**src/rtl/whd_pkg.sv**
```systemverilog
// whd_pkg: types, codes and constants of the WAV header deframer.
// No dependencies; imported by the core.
`default_nettype none

package whd_pkg;

    // Chunk tags as they appear in the file, first byte in the top byte
    localparam logic [31:0] TAG_RIFF = 32'h5249_4646;
    localparam logic [31:0] TAG_WAVE = 32'h5741_5645;
    localparam logic [31:0] TAG_LIST = 32'h4C49_5354;
    localparam logic [31:0] TAG_DATA = 32'h6461_7461;

    localparam logic [31:0] LIST_LIMIT_RESET = 32'd1000;

    // Byte offsets inside the fixed part of the header, and the last offset of a 4-byte word
    localparam logic [5:0] OFS_RIFF_LAST  = 6'd3;
    localparam logic [5:0] OFS_WAVE_LAST  = 6'd11;
    localparam logic [5:0] OFS_CHANNELS   = 6'd22;
    localparam logic [5:0] OFS_RATE_LAST  = 6'd27;
    localparam logic [5:0] OFS_BITS       = 6'd34;
    localparam logic [5:0] OFS_TAG1_LAST  = 6'd39;
    localparam logic [5:0] OFS_WORD4_LAST = 6'd3;

    typedef enum logic [2:0] {
        PH_FIXED   = 3'd0,
        PH_LISTLEN = 3'd1,
        PH_SKIP    = 3'd2,
        PH_TAG2    = 3'd3,
        PH_SIZE    = 3'd4,
        PH_PAYLOAD = 3'd5,
        PH_DONE    = 3'd6,
        PH_ERROR   = 3'd7
    } t_phase;

    typedef enum logic [2:0] {
        KIND_HEADER   = 3'd0,
        KIND_COMPLETE = 3'd1,
        KIND_PAYLOAD  = 3'd2,
        KIND_ERROR    = 3'd3,
        KIND_IGNORED  = 3'd4
    } t_kind;

    typedef enum logic [2:0] {
        ERR_NONE      = 3'd0,
        ERR_NO_RIFF   = 3'd1,
        ERR_NO_WAVE   = 3'd2,
        ERR_NO_DATA   = 3'd3,
        ERR_EARLY_END = 3'd4,
        ERR_LIST_LONG = 3'd5
    } t_err;

endpackage

`default_nettype wire

```
**src/rtl/whd_if.sv**
```systemverilog
// whd_if: valid/ready channels of the WAV header deframer.
// whd_in_if carries file bytes, whd_out_if carries result words.
`default_nettype none

interface whd_in_if;
    logic       valid;
    logic       ready;
    logic [7:0] data_byte;
    logic       file_start;
    logic       file_end;

    modport source (output valid, output data_byte, output file_start,
                    output file_end, input ready);
    modport sink   (input valid, input data_byte, input file_start,
                    input file_end, output ready);
endinterface

interface whd_out_if;
    logic        valid;
    logic        ready;
    logic [2:0]  kind;
    logic [2:0]  error_code;
    logic [7:0]  channels;
    logic [31:0] sample_rate;
    logic [7:0]  bits_per_sample;
    logic [31:0] data_size;
    logic [7:0]  payload_byte;
    logic        payload_last;

    modport source (output valid, output kind, output error_code, output channels,
                    output sample_rate, output bits_per_sample, output data_size,
                    output payload_byte, output payload_last, input ready);
    modport sink   (input valid, input kind, input error_code, input channels,
                     input sample_rate, input bits_per_sample, input data_size,
                     input payload_byte, input payload_last, output ready);
endinterface

`default_nettype wire

```
**src/rtl/wav_header_deframer_core.sv**
```systemverilog
// wav_header_deframer_core: RIFF/WAVE header parser and payload pass-through.
// Depends on whd_pkg and the channels in whd_if.sv.
//
//   channel   direction  handshake        word
//   i_in      in         valid / ready    data_byte, file_start, file_end
//   o_out     out        valid / ready    kind, error_code, captured fields,
//                                         payload_byte, payload_last
//   i_cfg_*   in         write enable     list_skip_limit (32 bits)
//
// One result word per input word; o_out.valid rises in the cycle after accept.
// Throughput is one word per cycle: the parser update for a byte is a shift,
// a compare or a count step, done between the input channel and the result
// register, so the only limit is the single result register.
// i_in.ready is low only while a result waits and o_out.ready is low.
// Reset (synchronous, active low) clears the parser and restores the limit
// register to 1000; file_start clears the parser for the byte it comes with.
`default_nettype none

module wav_header_deframer_core
    import whd_pkg::*;
(
    input  wire         i_clk,
    input  wire         i_rst_n,
    input  wire         i_cfg_we,
    input  wire  [31:0] i_cfg_wdata,
    whd_in_if.sink      i_in,
    whd_out_if.source   o_out
);

    // Parser state
    t_phase      r_phase,    n_phase;
    logic [5:0]  r_offset,   n_offset;
    logic [31:0] r_tag,      n_tag;
    logic [31:0] r_accum,    n_accum;
    logic [31:0] r_skip_rem, n_skip_rem;
    logic [7:0]  r_channels, n_channels;
    logic [31:0] r_rate,     n_rate;
    logic [7:0]  r_bits,     n_bits;
    logic [31:0] r_size,     n_size;
    logic [31:0] r_pay_rem,  n_pay_rem;
    t_err        r_err,      n_err;
    logic [31:0] r_limit;

    // Result register
    logic        r_out_valid;
    t_kind       r_kind,     n_kind;
    t_err        r_err_code, n_err_code;
    logic [7:0]  r_pbyte,    n_pbyte;
    logic        r_plast,    n_plast;

    // State as seen by this byte, after a possible file restart
    t_phase      s_phase;
    logic [5:0]  s_offset;
    logic [31:0] s_tag, s_accum, s_skip_rem, s_rate, s_size, s_pay_rem;
    logic [7:0]  s_channels, s_bits;
    t_err        s_err;
    t_err        new_err;
    logic [7:0]  b;
    logic        accept;

    assign i_in.ready = !r_out_valid || o_out.ready;
    assign accept     = i_in.valid && i_in.ready;
    assign b          = i_in.data_byte;

    always_comb begin
        // file_start restarts the parser before the byte is used
        s_phase    = i_in.file_start ? PH_FIXED : r_phase;
        s_offset   = i_in.file_start ? 6'd0  : r_offset;
        s_tag      = i_in.file_start ? 32'd0 : r_tag;
        s_accum    = i_in.file_start ? 32'd0 : r_accum;
        s_skip_rem = i_in.file_start ? 32'd0 : r_skip_rem;
        s_channels = i_in.file_start ? 8'd0  : r_channels;
        s_rate     = i_in.file_start ? 32'd0 : r_rate;
        s_bits     = i_in.file_start ? 8'd0  : r_bits;
        s_size     = i_in.file_start ? 32'd0 : r_size;
        s_pay_rem  = i_in.file_start ? 32'd0 : r_pay_rem;
        s_err      = i_in.file_start ? ERR_NONE : r_err;

        n_phase    = s_phase;
        n_offset   = s_offset;
        n_tag      = s_tag;
        n_accum    = s_accum;
        n_skip_rem = s_skip_rem;
        n_channels = s_channels;
        n_rate     = s_rate;
        n_bits     = s_bits;
        n_size     = s_size;
        n_pay_rem  = s_pay_rem;
        n_err      = s_err;
        n_kind     = KIND_HEADER;
        n_pbyte    = 8'd0;
        n_plast    = 1'b0;
        new_err    = ERR_NONE;

        unique case (s_phase)
            PH_ERROR: begin
                n_kind = KIND_ERROR;
            end
            PH_DONE: begin
                n_kind = KIND_IGNORED;
            end
            PH_PAYLOAD: begin
                n_kind  = KIND_PAYLOAD;
                n_pbyte = b;
                if (s_pay_rem <= 32'd1) begin
                    n_pay_rem = 32'd0;
                    n_plast   = 1'b1;
                    n_phase   = PH_DONE;
                end else begin
                    n_pay_rem = s_pay_rem - 32'd1;
                    if (i_in.file_end) begin
                        new_err = ERR_EARLY_END;
                    end
                end
            end
            PH_FIXED, PH_LISTLEN, PH_SKIP, PH_TAG2, PH_SIZE: begin
                // Shift the byte into both the tag view and the LE field view
                n_tag    = {s_tag[23:0], b};
                n_accum  = {b, s_accum[31:8]};
                n_offset = s_offset + 6'd1;
                unique case (s_phase)
                    PH_FIXED: begin
                        priority if (s_offset == OFS_RIFF_LAST && n_tag != TAG_RIFF) begin
                            new_err = ERR_NO_RIFF;
                        end else if (s_offset == OFS_WAVE_LAST && n_tag != TAG_WAVE) begin
                            new_err = ERR_NO_WAVE;
                        end else if (s_offset == OFS_CHANNELS) begin
                            n_channels = b;
                        end else if (s_offset == OFS_RATE_LAST) begin
                            n_rate = n_accum;
                        end else if (s_offset == OFS_BITS) begin
                            n_bits = b;
                        end else if (s_offset >= OFS_TAG1_LAST) begin
                            n_offset = 6'd0;
                            priority if (n_tag == TAG_LIST) begin
                                n_phase = PH_LISTLEN;
                            end else if (n_tag == TAG_DATA) begin
                                n_phase = PH_SIZE;
                            end else begin
                                new_err = ERR_NO_DATA;
                            end
                        end else begin
                            n_phase = s_phase;
                        end
                    end
                    PH_LISTLEN: begin
                        if (s_offset >= OFS_WORD4_LAST) begin
                            n_offset = 6'd0;
                            priority if (n_accum > r_limit) begin
                                new_err = ERR_LIST_LONG;
                            end else if (n_accum == 32'd0) begin
                                n_phase = PH_TAG2;
                            end else begin
                                n_skip_rem = n_accum;
                                n_phase    = PH_SKIP;
                            end
                        end
                    end
                    PH_SKIP: begin
                        n_offset = 6'd0;
                        if (s_skip_rem <= 32'd1) begin
                            n_skip_rem = 32'd0;
                            n_phase    = PH_TAG2;
                        end else begin
                            n_skip_rem = s_skip_rem - 32'd1;
                        end
                    end
                    PH_TAG2: begin
                        if (s_offset >= OFS_WORD4_LAST) begin
                            n_offset = 6'd0;
                            if (n_tag == TAG_DATA) begin
                                n_phase = PH_SIZE;
                            end else begin
                                new_err = ERR_NO_DATA;
                            end
                        end
                    end
                    default: begin
                        // data size word
                        if (s_offset >= OFS_WORD4_LAST) begin
                            n_offset = 6'd0;
                            n_size   = n_accum;
                            n_kind   = KIND_COMPLETE;
                            if (n_accum == 32'd0) begin
                                n_phase = PH_DONE;
                            end else begin
                                n_pay_rem = n_accum;
                                n_phase   = PH_PAYLOAD;
                            end
                        end
                    end
                endcase
                // End of file inside the header; a tag error wins
                if (new_err == ERR_NONE && i_in.file_end && n_phase != PH_DONE) begin
                    new_err = ERR_EARLY_END;
                end
            end
            default: begin
                n_kind = KIND_ERROR;
            end
        endcase

        // Latch a new error and report it on this byte
        if (new_err != ERR_NONE) begin
            n_err   = new_err;
            n_phase = PH_ERROR;
            n_kind  = KIND_ERROR;
            n_pbyte = 8'd0;
            n_plast = 1'b0;
        end

        n_err_code = (n_kind == KIND_ERROR) ? n_err : ERR_NONE;
    end

    // Control and captured state
    always_ff @(posedge i_clk) begin
        if (!i_rst_n) begin
            r_phase     <= PH_FIXED;
            r_offset    <= 6'd0;
            r_tag       <= 32'd0;
            r_accum     <= 32'd0;
            r_skip_rem  <= 32'd0;
            r_channels  <= 8'd0;
            r_rate      <= 32'd0;
            r_bits      <= 8'd0;
            r_size      <= 32'd0;
            r_pay_rem   <= 32'd0;
            r_err       <= ERR_NONE;
            r_limit     <= LIST_LIMIT_RESET;
            r_out_valid <= 1'b0;
        end else begin
            if (i_cfg_we) begin
                r_limit <= i_cfg_wdata;
            end
            if (accept) begin
                r_phase    <= n_phase;
                r_offset   <= n_offset;
                r_tag      <= n_tag;
                r_accum    <= n_accum;
                r_skip_rem <= n_skip_rem;
                r_channels <= n_channels;
                r_rate     <= n_rate;
                r_bits     <= n_bits;
                r_size     <= n_size;
                r_pay_rem  <= n_pay_rem;
                r_err      <= n_err;
            end
            // Hold the word while stalled, drop valid once taken
            if (accept) begin
                r_out_valid <= 1'b1;
            end else if (o_out.ready) begin
                r_out_valid <= 1'b0;
            end
        end
    end

    // Result word payload: loaded on accept only
    always_ff @(posedge i_clk) begin
        if (accept) begin
            r_kind     <= n_kind;
            r_err_code <= n_err_code;
            r_pbyte    <= n_pbyte;
            r_plast    <= n_plast;
        end
    end

    assign o_out.valid           = r_out_valid;
    assign o_out.kind            = r_kind;
    assign o_out.error_code      = r_err_code;
    assign o_out.channels        = r_channels;
    assign o_out.sample_rate     = r_rate;
    assign o_out.bits_per_sample = r_bits;
    assign o_out.data_size       = r_size;
    assign o_out.payload_byte    = r_pbyte;
    assign o_out.payload_last    = r_plast;

    // An error result leaves the parser in the error phase
    a_err_sticky: assert property (@(posedge i_clk) disable iff (!i_rst_n)
        (accept && n_kind == KIND_ERROR) |=> (r_phase == PH_ERROR && r_err != ERR_NONE))
        else $error("error result did not latch the error phase");

    // A waiting, untaken result blocks new input
    a_backpressure: assert property (@(posedge i_clk) disable iff (!i_rst_n)
        (r_out_valid && !o_out.ready) |-> !i_in.ready)
        else $error("input accepted while result stalled");

    // Payload phase always has bytes left to pass
    a_pay_count: assert property (@(posedge i_clk) disable iff (!i_rst_n)
        (r_phase == PH_PAYLOAD) |-> (r_pay_rem != 32'd0))
        else $error("payload phase with zero bytes remaining");

    // Last payload byte moves the parser to done
    a_last_done: assert property (@(posedge i_clk) disable iff (!i_rst_n)
        (accept && n_plast) |=> (r_phase == PH_DONE && o_out.kind == KIND_PAYLOAD))
        else $error("last payload byte did not finish the file");

endmodule

`default_nettype wire
```
**src/flat_wrapper.sv**
```systemverilog
// flat-port wrapper written by rule: the top's interface ports become plain ports
module wav_header_deframer_core_flat import whd_pkg::*;
  (i_clk, i_rst_n, i_cfg_we, i_cfg_wdata, i_in_valid, i_in_data_byte, i_in_file_start, i_in_file_end, i_in_ready, o_out_valid, o_out_kind, o_out_error_code, o_out_channels, o_out_sample_rate, o_out_bits_per_sample, o_out_data_size, o_out_payload_byte, o_out_payload_last, o_out_ready);
  whd_in_if i_in_i ();
  whd_out_if o_out_i ();
  input  wire i_clk;
  input  wire i_rst_n;
  input  wire i_cfg_we;
  input  wire  [31:0] i_cfg_wdata;
  input wire logic [$bits(i_in_i.valid)-1:0] i_in_valid;
  input wire logic [$bits(i_in_i.data_byte)-1:0] i_in_data_byte;
  input wire logic [$bits(i_in_i.file_start)-1:0] i_in_file_start;
  input wire logic [$bits(i_in_i.file_end)-1:0] i_in_file_end;
  output wire logic [$bits(i_in_i.ready)-1:0] i_in_ready;
  output wire logic [$bits(o_out_i.valid)-1:0] o_out_valid;
  output wire logic [$bits(o_out_i.kind)-1:0] o_out_kind;
  output wire logic [$bits(o_out_i.error_code)-1:0] o_out_error_code;
  output wire logic [$bits(o_out_i.channels)-1:0] o_out_channels;
  output wire logic [$bits(o_out_i.sample_rate)-1:0] o_out_sample_rate;
  output wire logic [$bits(o_out_i.bits_per_sample)-1:0] o_out_bits_per_sample;
  output wire logic [$bits(o_out_i.data_size)-1:0] o_out_data_size;
  output wire logic [$bits(o_out_i.payload_byte)-1:0] o_out_payload_byte;
  output wire logic [$bits(o_out_i.payload_last)-1:0] o_out_payload_last;
  input wire logic [$bits(o_out_i.ready)-1:0] o_out_ready;
  assign i_in_i.valid = i_in_valid;
  assign i_in_i.data_byte = i_in_data_byte;
  assign i_in_i.file_start = i_in_file_start;
  assign i_in_i.file_end = i_in_file_end;
  assign i_in_ready = i_in_i.ready;
  assign o_out_valid = o_out_i.valid;
  assign o_out_kind = o_out_i.kind;
  assign o_out_error_code = o_out_i.error_code;
  assign o_out_channels = o_out_i.channels;
  assign o_out_sample_rate = o_out_i.sample_rate;
  assign o_out_bits_per_sample = o_out_i.bits_per_sample;
  assign o_out_data_size = o_out_i.data_size;
  assign o_out_payload_byte = o_out_i.payload_byte;
  assign o_out_payload_last = o_out_i.payload_last;
  assign o_out_i.ready = o_out_ready;
  wav_header_deframer_core u_core (.i_clk(i_clk), .i_rst_n(i_rst_n), .i_cfg_we(i_cfg_we), .i_cfg_wdata(i_cfg_wdata), .i_in(i_in_i), .o_out(o_out_i));
endmodule
```
**config.mk**
```make
export PLATFORM = sky130hd
export DESIGN_NAME = wav_header_deframer_core_flat
export DESIGN_NICKNAME = d
export VERILOG_FILES = /design/src/rtl/whd_pkg.sv /design/src/rtl/whd_if.sv /design/src/rtl/wav_header_deframer_core.sv /design/src/flat_wrapper.sv
export SDC_FILE = /design/constraint.sdc
export NUM_CORES = 1
export LEC_CHECK = 0
export BUFFER_PORTS_ARGS = -buffer_cell sky130_fd_sc_hd__buf_2
export CAP_MARGIN = 10
export CORE_UTILIZATION = 50
export DETAILED_ROUTE_END_ITERATION = 12
export HOLD_SLACK_MARGIN = 0.08
export PLACE_DENSITY = 0.7
export SETUP_SLACK_MARGIN = 0.3
export SYNTH_ARGS = -nofsm -noshare
export SYNTH_HDL_FRONTEND = slang
export SYNTH_SLANG_ARGS = --single-unit
export TNS_END_PERCENT = 1
```
**constraint.sdc**
```tcl
create_clock -name i_clk -period 8 [get_ports i_clk]
set_input_delay 1.6 -clock i_clk [delete_from_list [all_inputs] [get_ports i_clk]]
set_output_delay 1.6 -clock i_clk [all_outputs]
set_load 0.02 [all_outputs]
```
==> summary.md <==
| Metric | Value |
|---|---|
| Run status | finished, final reports clean |
| Die width | 162 µm |
| Layout cells sized above 1 | 0.137 |
| #FFs+latches synth | roughly 250 |
| CP bufs+invs | 4 |
| Setup TNS | 0 ns |
| EDFF count, synth | 15 |
| Worst-Skew Late Latency | 0.54 ns |
| DRT antenna net count | 0 |
| Unrepaired setup endpoints after global routing | false |
| Total grt overflow | 0 |
| Via count | 12700 |
| PortBufs | 143 |
| Final Setup Violations | 0 |
| Mapped Cells | 1600 |
| Hpwl dp | ~29000 µm |
| Top cell family by delay on the critical path | simple AND/OR/NAND/NOR gates |
| Fraction of registers with async set/reset | 0 |
| Most frequent cells in the layout | 237 x dfxtp_1, 215 x nor2_1, 162 x nand2_1, 144 x a21oi_1, 142 x buf_2 |
| Slew @ Worst Pin | ~1.2 ns |
| Remaining DRCs | 0 |
| P_int | 2.12 mW |
| Clock power share | 0.442 |
| Crit Path Max Fanout | 67 |
| Min Tclk post-route | 5.35 ns |
| VDD IR-drop max | approximately 0.00018 V |
| Most common cell after layout, fill and taps aside | dfxtp_1 |
| CTS H-Tree Depth | 1 |
| Post-CTS setup buffers | 0 |
| Critical Path Max Stage Delay | approximately 0.63 ns |
| Crit Path Category | in2reg |
| Pin count of the biggest net entering global routing | 105 |
| Layout area overhead | 13.8% |
| # nets final | 1763 |
| Drt first pass iters | 8 |
| Ports | 144 |
| Yosys warns | 0 |
| Worst-path clk slew | 0.06 ns |
| TritonCTS clock tree | built |
| CP max stage cell | nor4_1 |
| Post-Syn Area | 12800 µm² |
| Placed insts | 1980 |
| Power Density | 197 nW/µm² |
| Met3 wire length | ~4000 µm |
| Die area | around 26000 µm² |
| Critical Path RT | 8.42 ns |
| Switch share | 0.265 |
| Max layer used | met5 |
| Final hold violations | 0 |
| Initial Util | 0.509 |
| Sequential share of the synthesized area | 0.405 |
| Crit path launch type | input pin |
| Antenna diodes | 0 |
| Worst hold path class | reg2reg |
| Leak | 5.78 nW |
| Crit path top cell by count | buf_4 |
| Routability congestion estimate | approximately 0.94 |
| Post_cts resized | 0 |
| Total power | 2.88 mW |
| Met2 wire len | 19100 µm |
| Post-route core utilization | 0.580 |
| Synth cell types | 75 |
| Clock buffer depth | 3 |
| CP endpoint kind | flip-flop |
| M1 wire length | about 18000 µm |
| Post-Layout Cell Count | slightly above 2000 |
| Die H | 162 µm |
| CTS buffer count | 27 |
| Max transition margin | 0.222 |
| Antenna violations before repair | 1 |
| Most used DFF post-synth | dfxtp_1 |
| Share of power burned in registers | 0.460 |
| Max cap viols | 0 |
| Final Max Slew Viols | 0 |
| FP Rows | 58 |
| Total Routing Usage GR | 0.319 |
| Vias in the first global route | about 11000 |
| Syn Nets | 1684 |
| CTS Sinks | between 200 and 300 |
| Worst clock skew | 0.0139 ns |
| Drt wl/cell | 21.2 µm |
| Critical-path cell list | buf_4 > nor2b_1 > ha_1 > nand4_1 > nor4_1 > nor4b_1 > and4_1 > inv_1 > a21oi_2 > buf_4 > o21ai_0 > buf_4 > o21ai_0 > nand3_1 |
| Root buffer cell | clkbuf_16 |
| Drt first-iter violations | 1563 |
| Final worst-path cycle share | 0.669 |
| Crit path arrival time | roughly 5.8 ns |
| Mapped Avg Cell Area | 8.02 µm² |
| Via density | 6.24 |
| Fmax | 0.187 GHz |
| Psw | around 0.77 mW |
| Core Box Area | about 25000 µm² |
| First-pass GRT wire length | ~66000 µm |
| Routed WL | 43100 µm |
| # hold bufs at CTS | 0 |
| Comb power frac | 0.098 |
==> power by group through the flow <==
stage / clock network (mW) / logic, mW / registers (mW)
detailed placement: 0 / 0.277 / 1.35
finish: 1.27 / 0.283 / 1.33
global placement: 0 / 0.273 / 1.35
CTS: 1.29 / 0.278 / 1.32
floorplan: 0 / 0.193 / 1.34
global route: 1.34 / 0.307 / 1.33
==> sequential cells by signal, summed over array words and instances, names as in the netlist <==
signal and cells:
u_core.r_limit 32, u_core.r_skip_rem 32, u_core.r_phase 3, u_core.o_out.valid 1
u_core.o_out.sample_rate 32, u_core.o_out.kind 3, u_core.o_out.payload_byte 8, u_core.o_out.bits_per_sample 8
u_core.o_out.error_code 3, u_core.o_out.payload_last 1, u_core.o_out.data_size 32, u_core.r_err 3
u_core.r_offset 6, u_core.r_accum 24, u_core.r_tag 24, u_core.o_out.channels 8
u_core.r_pay_rem 32
==> path summary, 6_finish.rpt <==
kind | startpoint | end | slack [ns] | cells after the start
worst max-delay path | i_in_file_start | u_core.r_skip_rem[17]$_SDFFE_PN0P_ | 2.65 | 14
worst min-delay path | u_core.o_out.sample_rate[15]$_SDFFE_PN0P_ | u_core.o_out.sample_rate[15]$_SDFFE_PN0P_ | 0.45 | 2
worst max register to register | u_core.r_accum[31]$_SDFFE_PN0P_ | u_core.r_skip_rem[17]$_SDFFE_PN0P_ | 3.82 | 13
worst min register to register | u_core.o_out.sample_rate[15]$_SDFFE_PN0P_ | u_core.o_out.sample_rate[15]$_SDFFE_PN0P_ | 0.45 | 2
==> metal layers <==
layer | global-route usage | vias up
met5 | 0 | -
met4 | 0.142 | 2
met3 | 0.0506 | 101
met2 | 0.491 | 622
met1 | 0.440 | 6036
li1 | - | 5909
==> cells in the mapped netlist, drive strengths merged, types with 7 or more instances <==
cell / instances / share of area
ha: 37 / 0.036
or4: 7 / 0.0050
and3: 21 / 0.010
o21ai: 91 / 0.036
nor4: 24 / 0.015
nand3: 50 / 0.020
nand2: 162 / 0.047
a22oi: 72 / 0.042
inv: 49 / 0.014
mux2i: 39 / 0.030
o211ai: 15 / 0.0088
nand4: 13 / 0.0063
nor2: 216 / 0.063
nand2b: 12 / 0.0059
and2: 19 / 0.0093
dfxtp: 237 / 0.37
or3: 9 / 0.0044
a31oi: 11 / 0.0054
o31ai: 8 / 0.0047
o22ai: 10 / 0.0049
xnor2: 14 / 0.0096
nor2b: 48 / 0.023
edfxtp: 15 / 0.035
clkbuf: 104 / 0.030
buf: 9 / 0.0034
a222oi: 18 / 0.014
a21oi: 148 / 0.058
nor3: 35 / 0.014
==> cell families (layout without fill, tap and decap cells) <==
kind of cell,Yosys count,count (layout),synth area share
xor+xnor,19,19,0.0130
simple gates,643,643,0.242
buf+inv,162,262,0.0482
fa+ha+maj,37,37,0.0361
mux,43,43,0.0340
compound gates,444,444,0.222
flops,252,252,0.405
==> final cells by class <==
cell class	count	area [µm²]
clock inverter	18	184
timing repair buffer	163	868
sequential	252	5190
inverter	49	189
tap	330	413
fill	2295	10600
clock buffer	32	714
multi-input combinational	1186	7030
==> through the flow <==
step | cell area [µm²] | hold slack, ns | setup WS [ns]
floorplan | 12800 | 0.427 | 1.80
global placement | 13700 | 0.436 | 2.49
detailed placement | 13700 | 0.444 | 2.27
CTS | 14600 | 0.452 | 2.79
global route | 14600 | 0.462 | 2.44
finish | 14600 | 0.453 | 2.65
==> worst min-delay path, cell delays in order (launching register included) <==
cell     delay (ns)
dfxtp_1        0.31
nand2_1        0.05
a21oi_1        0.05
No activity file was read; power rests on OpenSTA's default activity.
